### config.mk
export PLATFORM = sky130hd
export DESIGN_NAME = line_pixel_generator
export DESIGN_NICKNAME = d
export VERILOG_FILES = /design/src/lpg_pkg.sv /design/src/lpg_front.sv /design/src/lpg_queue.sv /design/src/lpg_back.sv /design/src/line_pixel_generator.sv
export SDC_FILE = /design/constraint.sdc
export NUM_CORES = 1
export LEC_CHECK = 0
export BUFFER_PORTS_ARGS = -buffer_cell sky130_fd_sc_hd__buf_2
export CAP_MARGIN = 40
export CORE_ASPECT_RATIO = 1.1
export CORE_MARGIN = 4
export CORE_UTILIZATION = 35
export CTS_CLUSTER_SIZE = 14
export DETAILED_ROUTE_END_ITERATION = 12
export GPL_ROUTABILITY_DRIVEN = 0
export PLACE_DENSITY_LB_ADDON = 0.1
export SKIP_LAST_GASP = 1
export SYNTH_ARGS = -nofsm -noshare
export SYNTH_HDL_FRONTEND = slang
export SYNTH_SLANG_ARGS = --single-unit
### constraint.sdc
create_clock -name clk -period 4.55 [get_ports clk]
set_input_delay 0.91 -clock clk [delete_from_list [all_inputs] [get_ports clk]]
set_output_delay 0.91 -clock clk [all_outputs]
set_load 0.1 [all_outputs]
### src/lpg_pkg.sv
// Shared types and command codes for the line pixel generator.
package lpg_pkg;

    localparam logic CMD_LOAD = 1'b0;
    localparam logic CMD_STEP = 1'b1;

    typedef struct packed {
        logic full;
        logic empty;
    } lpg_qstat_t;

endpackage

### src/lpg_front.sv
// Front end: classifies an incoming item and precomputes line setup for loads.
module lpg_front #(
    parameter int COORD_BITS = 12
) (
    input  logic                           command,
    input  logic signed [COORD_BITS-1:0]   x_start,
    input  logic signed [COORD_BITS-1:0]   y_start,
    input  logic signed [COORD_BITS-1:0]   x_end,
    input  logic signed [COORD_BITS-1:0]   y_end,
    output logic [5*COORD_BITS+6:0]        entry
);
    localparam int TERM_BITS = COORD_BITS + 3;

    logic signed [COORD_BITS:0]   diff_x;
    logic signed [COORD_BITS:0]   diff_y;
    logic [COORD_BITS:0]          abs_x;
    logic [COORD_BITS:0]          abs_y;
    logic [COORD_BITS-1:0]        dx;
    logic [COORD_BITS-1:0]        dy;
    logic [COORD_BITS-1:0]        major;
    logic [COORD_BITS-1:0]        minor;
    logic                         steep;
    logic                         x_inc;
    logic                         y_inc;
    logic [TERM_BITS-1:0]         term;

    always_comb
    begin
        diff_x = {x_end[COORD_BITS-1], x_end} - {x_start[COORD_BITS-1], x_start};
        diff_y = {y_end[COORD_BITS-1], y_end} - {y_start[COORD_BITS-1], y_start};
        abs_x  = diff_x[COORD_BITS] ? (-diff_x) : diff_x;
        abs_y  = diff_y[COORD_BITS] ? (-diff_y) : diff_y;
        dx     = abs_x[COORD_BITS-1:0];
        dy     = abs_y[COORD_BITS-1:0];
        x_inc  = !diff_x[COORD_BITS] && (diff_x != '0);
        y_inc  = !diff_y[COORD_BITS] && (diff_y != '0);
        steep  = dy > dx;
        major  = steep ? dy : dx;
        minor  = steep ? dx : dy;
        // initial decision term: 2*minor - major
        term   = {2'b00, minor, 1'b0} - {3'b000, major};
        entry  = {command, x_start, y_start, major, minor, steep, x_inc, y_inc, term};
    end

endmodule

### src/lpg_queue.sv
// Two-entry queue that decouples the front end from the pixel stepper.
module lpg_queue #(
    parameter int WIDTH = 67
) (
    input  logic                 clk,
    input  logic                 rst_n,
    input  logic                 push,
    input  logic [WIDTH-1:0]     wr_data,
    input  logic                 pop,
    output logic [WIDTH-1:0]     rd_data,
    output lpg_pkg::lpg_qstat_t  status
);
    import lpg_pkg::*;

    logic [WIDTH-1:0] mem_reg [2];
    logic             wr_ptr_reg;
    logic             wr_ptr_next;
    logic             rd_ptr_reg;
    logic             rd_ptr_next;
    logic [1:0]       count_reg;
    logic [1:0]       count_next;

    always_comb
    begin
        wr_ptr_next = push ? ~wr_ptr_reg : wr_ptr_reg;
        rd_ptr_next = pop ? ~rd_ptr_reg : rd_ptr_reg;
        count_next  = count_reg;
        if (push && !pop)
        begin
            count_next = count_reg + 2'd1;
        end
        else if (pop && !push)
        begin
            count_next = count_reg - 2'd1;
        end
        status.full  = count_reg == 2'd2;
        status.empty = count_reg == 2'd0;
        rd_data      = mem_reg[rd_ptr_reg];
    end

    always_ff @(posedge clk)
    begin
        if (push)
        begin
            mem_reg[wr_ptr_reg] <= wr_data;
        end
    end

    always_ff @(posedge clk or negedge rst_n)
    begin
        if (!rst_n)
        begin
            wr_ptr_reg <= 1'b0;
            rd_ptr_reg <= 1'b0;
            count_reg  <= 2'd0;
        end
        else
        begin
            wr_ptr_reg <= wr_ptr_next;
            rd_ptr_reg <= rd_ptr_next;
            count_reg  <= count_next;
        end
    end

endmodule

### src/lpg_back.sv
// Back end: holds the line state, loads a line or steps one pixel per item, registers the result.
module lpg_back #(
    parameter int COORD_BITS = 12
) (
    input  logic                          clk,
    input  logic                          rst_n,
    input  logic [5*COORD_BITS+6:0]       entry,
    input  lpg_pkg::lpg_qstat_t           qstat,
    output logic                          pop,
    output logic                          out_valid,
    input  logic                          out_ready,
    output logic signed [COORD_BITS-1:0]  pixel_x,
    output logic signed [COORD_BITS-1:0]  pixel_y,
    output logic                          pixel_valid,
    output logic                          last_pixel
);
    import lpg_pkg::*;

    localparam int TERM_BITS = COORD_BITS + 3;

    logic                  e_cmd;
    logic [COORD_BITS-1:0] e_xs;
    logic [COORD_BITS-1:0] e_ys;
    logic [COORD_BITS-1:0] e_major;
    logic [COORD_BITS-1:0] e_minor;
    logic                  e_steep;
    logic                  e_xinc;
    logic                  e_yinc;
    logic [TERM_BITS-1:0]  e_term;

    logic [COORD_BITS-1:0] x_reg, x_next;
    logic [COORD_BITS-1:0] y_reg, y_next;
    logic [COORD_BITS-1:0] steps_reg, steps_next;
    logic [TERM_BITS-1:0]  term_reg, term_next;
    logic [COORD_BITS-1:0] major_reg, major_next;
    logic [COORD_BITS-1:0] minor_reg, minor_next;
    logic                  steep_reg, steep_next;
    logic                  xinc_reg, xinc_next;
    logic                  yinc_reg, yinc_next;
    logic                  active_reg, active_next;

    logic                  out_valid_reg, out_valid_next;
    logic [COORD_BITS-1:0] pixel_x_reg, pixel_x_next;
    logic [COORD_BITS-1:0] pixel_y_reg, pixel_y_next;
    logic                  pixel_valid_reg, pixel_valid_next;
    logic                  last_pixel_reg, last_pixel_next;

    logic                  nonneg;
    logic                  move_x;
    logic                  move_y;
    logic [TERM_BITS-1:0]  minor2;
    logic [TERM_BITS-1:0]  major2;
    logic [COORD_BITS-1:0] x_delta;
    logic [COORD_BITS-1:0] y_delta;

    always_comb
    begin
        {e_cmd, e_xs, e_ys, e_major, e_minor, e_steep, e_xinc, e_yinc, e_term} = entry;

        pop = !qstat.empty && (!out_valid_reg || out_ready);

        nonneg  = !term_reg[TERM_BITS-1];
        move_x  = !steep_reg || nonneg;
        move_y  = steep_reg || nonneg;
        minor2  = {2'b00, minor_reg, 1'b0};
        major2  = {2'b00, major_reg, 1'b0};
        x_delta = xinc_reg ? {{(COORD_BITS-1){1'b0}}, 1'b1} : {COORD_BITS{1'b1}};
        y_delta = yinc_reg ? {{(COORD_BITS-1){1'b0}}, 1'b1} : {COORD_BITS{1'b1}};

        x_next      = x_reg;
        y_next      = y_reg;
        steps_next  = steps_reg;
        term_next   = term_reg;
        major_next  = major_reg;
        minor_next  = minor_reg;
        steep_next  = steep_reg;
        xinc_next   = xinc_reg;
        yinc_next   = yinc_reg;
        active_next = active_reg;

        out_valid_next   = out_valid_reg && !out_ready;
        pixel_x_next     = pixel_x_reg;
        pixel_y_next     = pixel_y_reg;
        pixel_valid_next = pixel_valid_reg;
        last_pixel_next  = last_pixel_reg;

        if (pop)
        begin
            out_valid_next = 1'b1;
            if (e_cmd == CMD_LOAD)
            begin
                // drop any line in flight and start the new one
                x_next      = e_xs;
                y_next      = e_ys;
                steps_next  = e_major;
                term_next   = e_term;
                major_next  = e_major;
                minor_next  = e_minor;
                steep_next  = e_steep;
                xinc_next   = e_xinc;
                yinc_next   = e_yinc;
                active_next = e_major != '0;
                pixel_x_next     = e_xs;
                pixel_y_next     = e_ys;
                pixel_valid_next = 1'b1;
                last_pixel_next  = e_major == '0;
            end
            else if (!active_reg)
            begin
                pixel_x_next     = '0;
                pixel_y_next     = '0;
                pixel_valid_next = 1'b0;
                last_pixel_next  = 1'b0;
            end
            else
            begin
                term_next   = nonneg ? (term_reg + minor2 - major2) : (term_reg + minor2);
                x_next      = move_x ? (x_reg + x_delta) : x_reg;
                y_next      = move_y ? (y_reg + y_delta) : y_reg;
                steps_next  = steps_reg - {{(COORD_BITS-1){1'b0}}, 1'b1};
                active_next = steps_next != '0;
                pixel_x_next     = x_next;
                pixel_y_next     = y_next;
                pixel_valid_next = 1'b1;
                last_pixel_next  = steps_next == '0;
            end
        end
    end

    always_ff @(posedge clk or negedge rst_n)
    begin
        if (!rst_n)
        begin
            x_reg           <= '0;
            y_reg           <= '0;
            steps_reg       <= '0;
            term_reg        <= '0;
            major_reg       <= '0;
            minor_reg       <= '0;
            steep_reg       <= 1'b0;
            xinc_reg        <= 1'b0;
            yinc_reg        <= 1'b0;
            active_reg      <= 1'b0;
            out_valid_reg   <= 1'b0;
            pixel_x_reg     <= '0;
            pixel_y_reg     <= '0;
            pixel_valid_reg <= 1'b0;
            last_pixel_reg  <= 1'b0;
        end
        else
        begin
            x_reg           <= x_next;
            y_reg           <= y_next;
            steps_reg       <= steps_next;
            term_reg        <= term_next;
            major_reg       <= major_next;
            minor_reg       <= minor_next;
            steep_reg       <= steep_next;
            xinc_reg        <= xinc_next;
            yinc_reg        <= yinc_next;
            active_reg      <= active_next;
            out_valid_reg   <= out_valid_next;
            pixel_x_reg     <= pixel_x_next;
            pixel_y_reg     <= pixel_y_next;
            pixel_valid_reg <= pixel_valid_next;
            last_pixel_reg  <= last_pixel_next;
        end
    end

    assign out_valid   = out_valid_reg;
    assign pixel_x     = pixel_x_reg;
    assign pixel_y     = pixel_y_reg;
    assign pixel_valid = pixel_valid_reg;
    assign last_pixel  = last_pixel_reg;

`ifndef ASSERT_OFF
    a_last_ends_line: assert property (@(posedge clk) disable iff (!rst_n)
        pop |=> (last_pixel_reg == (pixel_valid_reg && !active_reg)))
        else $error("last pixel flag disagrees with line state");

    a_active_has_steps: assert property (@(posedge clk) disable iff (!rst_n)
        active_reg |-> (steps_reg != '0))
        else $error("active line with no steps left");

    a_idle_step_zero: assert property (@(posedge clk) disable iff (!rst_n)
        (out_valid_reg && !pixel_valid_reg) |->
            (pixel_x_reg == '0 && pixel_y_reg == '0 && !last_pixel_reg))
        else $error("idle step result is not all zero");
`endif

endmodule

### src/line_pixel_generator.sv
// Top level of the line pixel generator: front end, item queue and pixel stepper.
//
//   channel | handshake            | payload
//   --------+----------------------+------------------------------------------
//   input   | in_valid / in_ready  | command, x_start, y_start, x_end, y_end
//   output  | out_valid / out_ready| pixel_x, pixel_y, pixel_valid, last_pixel
//
// One item per clock sustained while out_ready stays high; the stepper's single add-and-compare per item sets it.
// A result goes valid once its input item has passed through the queue and then the output register.
// in_ready drops only when the two-entry queue is full.
// Reset clears the line state to idle and empties the queue.
// An output stall backs up into the queue before it reaches in_ready.
module line_pixel_generator #(
    parameter int COORD_BITS = 12
) (
    input  logic                          clk,
    input  logic                          rst_n,
    input  logic                          in_valid,
    output logic                          in_ready,
    input  logic                          command,
    input  logic signed [COORD_BITS-1:0]  x_start,
    input  logic signed [COORD_BITS-1:0]  y_start,
    input  logic signed [COORD_BITS-1:0]  x_end,
    input  logic signed [COORD_BITS-1:0]  y_end,
    output logic                          out_valid,
    input  logic                          out_ready,
    output logic signed [COORD_BITS-1:0]  pixel_x,
    output logic signed [COORD_BITS-1:0]  pixel_y,
    output logic                          pixel_valid,
    output logic                          last_pixel
);
    import lpg_pkg::*;

    localparam int ENTRY_W = 5 * COORD_BITS + 7;

    logic [ENTRY_W-1:0] front_entry;
    logic [ENTRY_W-1:0] queue_entry;
    lpg_qstat_t         qstat;
    logic               push;
    logic               pop;

    assign in_ready = !qstat.full;
    assign push     = in_valid && in_ready;

    lpg_front #(
        .COORD_BITS (COORD_BITS)
    ) u_front (
        .command (command),
        .x_start (x_start),
        .y_start (y_start),
        .x_end   (x_end),
        .y_end   (y_end),
        .entry   (front_entry)
    );

    lpg_queue #(
        .WIDTH (ENTRY_W)
    ) u_queue (
        .clk     (clk),
        .rst_n   (rst_n),
        .push    (push),
        .wr_data (front_entry),
        .pop     (pop),
        .rd_data (queue_entry),
        .status  (qstat)
    );

    lpg_back #(
        .COORD_BITS (COORD_BITS)
    ) u_back (
        .clk         (clk),
        .rst_n       (rst_n),
        .entry       (queue_entry),
        .qstat       (qstat),
        .pop         (pop),
        .out_valid   (out_valid),
        .out_ready   (out_ready),
        .pixel_x     (pixel_x),
        .pixel_y     (pixel_y),
        .pixel_valid (pixel_valid),
        .last_pixel  (last_pixel)
    );

endmodule
==> results of run 1 <==
-- logic make-up (layout without fill, tap and decap cells) --
family                   count (synthesis)  in the layout  share of synthesized area, %
AO/OA/AOI/OAI                          457            457                          19.9
XOR/XNOR                                98             98                          5.73
adder cells (fa/ha/maj)                100            100                          8.59
buffers and inverters                  168            542                          4.30
flip-flops                             239            239                          44.3
multiplexers                            71             71                          4.88
AND/OR/NAND/NOR                        403            403                          12.3
-- cell usage in the layout, fill, tap and decap left out, drive strengths merged, types with 62 or more instances in the layout --
master  count
nor2      157
inv        99
mux2i      64
o21ai      91
dfrtp     109
buf       393
a21o       62
ha         86
a21oi     147
edfxtp    130
nand2     108
xnor2      64
-- cell usage after synthesis, drive strengths merged (22+ instances only) --
master  number  area [sq um]
ha          86          1080
nor2b       22           138
a21o        62           465
nand2      108           405
xor2        34           298
edfxtp     130          3900
mux2i       64           653
inv         97           367
nor2       157           592
a211oi      36           275
xnor2       64           561
clkbuf      50           188
dfrtp      109          2730
o21ai       91           455
nor3        23           115
a21oi      147           743
-- path summary, 6_finish.rpt --
kind	from	to	slack, ns
min	rst_n	u_back.term_reg[14]	0.44
min reg2reg	u_back.pixel_x[11]	u_back.pixel_x[11]	0.47
max in group asynchronous	rst_n	u_back.major_reg[10]	3.15
max reg2reg	u_back.minor_reg[0]	u_back.term_reg[14]	0.28
min in group clk	u_back.pixel_x[11]	u_back.pixel_x[11]	0.47
max	y_start[0]	u_queue.mem_reg[0][12]	-2.15
-- stage by stage --
step	std cells	area (sq um)	worst slack, ns
final	2477	19900	-2.15
after global routing	2477	19900	-2.46
after CTS	2476	19700	-2.10
after detailed placement	2375	18100	-2.83
after global placement	2372	18000	-2.72
after floorplan	1536	15300	-2.88
-- timing repair --
| item | in CTS | in global routing |
|---|---|---|
| endpoints found under the setup margin | 72 | 73 |
| pin swaps | 54 | 44 |
| hold buffers | 0 | 0 |
| setup buffers | 54 | 12 |
| gates resized for setup | 86 | 47 |
| cloned | 1 | 0 |
-- cell type report --
| type | instances | area share [%] |
|---|---|---|
| multi-input combinational | 1129 | 42.3 |
| clock inverter | 14 | 0.503 |
| inverter | 99 | 1.97 |
| tap | 567 | 3.56 |
| clock buffer | 36 | 3.56 |
| timing repair buffer | 393 | 14.8 |
| sequential | 239 | 33.3 |
-- worst reg2reg max path, stage by stage, from the launching register on --
cell,delay [ns]
dfrtp_1,0.38
ha_1,0.23
fa_1,0.55
ha_1,0.24
nor2b_1,0.12
o21ai_0,0.22
a21boi_0,0.17
o21ai_0,0.25
a21boi_0,0.17
o21ai_0,0.28
a21boi_0,0.17
o21ai_0,0.23
a21boi_0,0.15
o21ai_0,0.19
nand2b_1,0.11
a211oi_1,0.33
nor2_1,0.07
o21ai_0,0.19
a21oi_1,0.09
-- routing by layer --
metal | global-route usage, % | share of wire, % | vias up
li1 | - | - | 6242
met1 | 24.8 | 46 | 5932
met2 | 32.1 | 50 | 172
met3 | 1.77 | 2.9 | 46
met4 | 3.91 | 1.9 | 0
met5 | 0 | 0 | -
==> results.toml, run 1 <==
[status]
outcome = "finished, violations left"
violations = "setup timing"

[final_layout]
layout-drive-gt1-share_pct = 29.8
fin_util_pct = 47.0
area_delta_synth_final_pct = 32.8
final_nets = 2035
multi_input_area_sq_um = 8420
antenna-diode-count = 0
seq_area_sq_um = 6640
nFillCells = 4046
largest_register_ffs = 130

[global_route]
grt_max_degree = 64
grt_pass1_vias = 12600
grt_usage_pct = 18.3
antenna_found_initial = 0
grt_pass1_wl_um = 68100
grt_overflow_total = 0

[clocking]
clockBufferDepth = 3
worstSkewPairLatency_ns = 0.53
clock_sinks = 239
numCtsBuffers = 27
htreeDepth = 1
cts_tree = "done"
clk_pin_slew_worst_paths_ns = 0.06
cts_root_buffer = "clkbuf_16"

[drt]
routed_wl_um = 42700
drc_errors = 0
firstDrtPassIters = 5
antenna_left = 0
via_count = 12400
post_drt_wl_per_cell_um = 17.2
drt-initial-drc-count = 556
viasPerCell = 5.00

[logic_synthesis]
synthDistinctLibCells = 86
ys_seq_area_share_pct = 44.3
ys_ff_latch = 239
avgSynthCellArea_sq_um = 9.76
ys_async_sr_fraction_pct = 45.6
syn-cell-area_sq_um = 15000
synth_nets = 1682
ys.warnings.count = 0
synth_ff_type = "edfxtp_1"
netlist_instances = 1536
synth-edff-count = 130

[setup_path]
critPathMostFrequentCell = "o21a_1"
crit_path_start_kind = "primary input"
reg2reg_depth = 18
path_depth = 31
cp_max_fo = 5
worst-endpoint-required_ns = 4.81
cp_slowest_stage_delay_ns = 0.42
path_buf_inv = 4
crit_path_end_kind = "flip-flop"
crit_slowest_cell = "or3b_4"
critPathKind = "primary input to flip-flop"
arrival_ns = 6.97
critPathTopFamily = "compound AO/OA/AOI/OAI gates"

[run]
drv_cap = 0

[sta]
relSlewSlack_pct = 43.6
tightestPinTransition_ns = 0.845
max_freq_mhz = 149
drv_slew = 0
fin_ws_ns = -2.15
finalClockSkew_ns = 0.0139
setup_viol = 72
whs_ns = 0.436
hold_viol_final = 0
min_period_over_period_pct = 147
period_minus_slack_ns = 6.70
setup_tns_ns = -64.40
rsz0062_at_grt = "true"

[placed_design]
dpl.hpwl_um = 31200
port_buffers = 80

[floorplanning]
die_h_um = 225
pin_count = 81
coreArea_sq_um = 42300
rows = 79
die_w_um = 205
dieArea_sq_um = 46200
start_util_pct = 35.4

[worst_hold_path]
min_path_type = "primary input to async pin"
Power of run 1 is left out: the tool's default activity adds up to more than one toggle a clock period on the data nets, which glitch-free logic cannot reach.
==> run 2, diff against run 1 <==
--- a/config.mk
+++ b/config.mk
@@ -13,7 +13,7 @@
 export CTS_CLUSTER_SIZE = 14
 export DETAILED_ROUTE_END_ITERATION = 12
 export GPL_ROUTABILITY_DRIVEN = 0
-export PLACE_DENSITY_LB_ADDON = 0.1
+export PLACE_DENSITY = 0.48
 export SKIP_LAST_GASP = 1
 export SYNTH_ARGS = -nofsm -noshare
 export SYNTH_HDL_FRONTEND = slang
==> results.toml, run 2 (same netlist as run 1, synthesis figures left out) <==
[final_layout]
layout-drive-gt1-share_pct = 29.2
antenna-diode-count = 0
final_nets = 2010
final_common_cell = "buf_4"
stdcell_count = 2453
largest_register_ffs = 130
layout_common_cells = "buf_4, nor2_1, edfxtp_1, a21oi_1, dfrtp_1"
area_delta_synth_final_pct = 33.2
nFillCells = 4085

[setup_path]
arrival_ns = 6.98
critPathKind = "primary input to flip-flop"
crit_slowest_cell = "fa_2"
crit_path_end_kind = "flip-flop"
worst-endpoint-required_ns = 4.90
crit_path_start_kind = "primary input"
cp_max_fo = 5
critPathMostFrequentCell = "o21a_1"
cp_slowest_stage_delay_ns = 0.43

[sta]
min_period_over_period_pct = 146
period_minus_slack_ns = 6.64
max_freq_mhz = 151
drv_slew = 0
relSlewSlack_pct = 40.8
hold_viol_final = 0
tightestPinTransition_ns = 0.885
finalClockSkew_ns = 0.0273
fin_ws_ns = -2.09
rsz0062_at_grt = "true"
setup_viol = 72

[global_route]
antenna_found_initial = 0
grt_pass1_vias = 12200
grt_pass1_wl_um = 66400
grt_overflow_total = 0
grt_max_degree = 50
grt_usage_pct = 17.9

[placed_design]
dp_slack_ns = -2.98
dpl.hpwl_um = 31400
port_buffers = 80
place_inst = 2361

[status]
outcome = "finished, violations left"
violations = "setup timing"

[floorplanning]
dieArea_sq_um = 46200
rows = 79
pin_count = 81
coreArea_sq_um = 42300
die_w_um = 205
die_h_um = 225
start_util_pct = 35.4

[drt]
drc_errors = 0
post_drt_wl_per_cell_um = 17.3
antenna_left = 0
routed_wl_um = 42300
via_count = 12400
viasPerCell = 5.04
firstDrtPassIters = 5
drt-initial-drc-count = 496

[clocking]
clk_pin_slew_worst_paths_ns = 0.06
cts_root_buffer = "clkbuf_16"
hold_buffers = 0
numCtsBuffers = 28
worstSkewPairLatency_ns = 0.56
htreeDepth = 1
clockBufferDepth = 3
cts_tree = "done"
clock_sinks = 239

[worst_hold_path]
min_path_type = "primary input to async pin"

[run]
drv_cap = 0
==> run 2: changes by cell type in the layout (fill, tap and decap cells not counted), sizes merged <==
cell and change:
buf -26, clkinv -4, inv -1, bufinv +3, clkinvlp -2, clkbuf +6
==> run 2: per-layer routing <==
layer / vias to the layer above / track usage, % / routed length [um]
met2: 170 / 30.7 / 20500
li1: 6206 / - / -
met1: 5939 / 24.8 / 19800
met4: 0 / 3.83 / 748
met5: - / 0 / 0
met3: 48 / 1.64 / 1200
==> run 2: worst paths after layout <==
kind                                     start  slack, ns  cells after the start                endpoint
setup / recovery                      y_end[0]      -2.09                     33  u_queue.mem_reg[1][12]
hold / removal                           rst_n       0.36                      1      u_back.term_reg[9]
setup reg to reg           u_back.minor_reg[0]       0.54                     18     u_back.term_reg[14]
hold reg to reg              u_back.pixel_y[1]       0.47                      1       u_back.pixel_y[1]
max in group asynchronous                rst_n       3.24                      2         u_back.x_reg[5]
min in group clk             u_back.pixel_y[1]       0.47                      1       u_back.pixel_y[1]
==> run 2: cell type report <==
| type | instances | area [sq um] | area share, % |
|---|---|---|---|
| Multi-Input combinational cell | 1129 | 8430 | 42.3 |
| Sequential cell | 239 | 6640 | 33.2 |
| Timing Repair Buffer | 367 | 2750 | 13.8 |
| Clock buffer | 42 | 858 | 4.30 |
| Tap cell | 567 | 709 | 3.55 |
| Inverter | 99 | 400 | 2.01 |
| Clock inverter | 10 | 168 | 0.840 |
==> run 2: critical path: cells and delay by family <==
family | cells | cell delay (ns)
compound gates | 16 | 3.27
fa+ha+maj | 5 | 1.36
buf+inv | 5 | 0.42
simple gates | 7 | 1.01
==> run 2: stage by stage <==
step	hold slack (ns)	area, sq um	utilization, %	setup TNS (ns)
floorplan	0.450	15300	-	-108.98
global placement	0.457	17900	42.4	-121.67
detailed placement	0.461	18000	42.5	-125.60
CTS	0.375	19500	46.1	-57.79
global route	0.408	20000	47.2	-73.28
finish	0.363	20000	47.2	-61.41
==> run 2: what timing repair did <==
action | CTS | global route
cloned | 0 | 0
pin swaps | 38 | 27
endpoints found under the hold margin | 0 | 0
buffers inserted | 20 | 28
endpoints found under the setup margin | 72 | 73
gates resized for setup | 67 | 79
Power of run 2 is left out for the same reason.
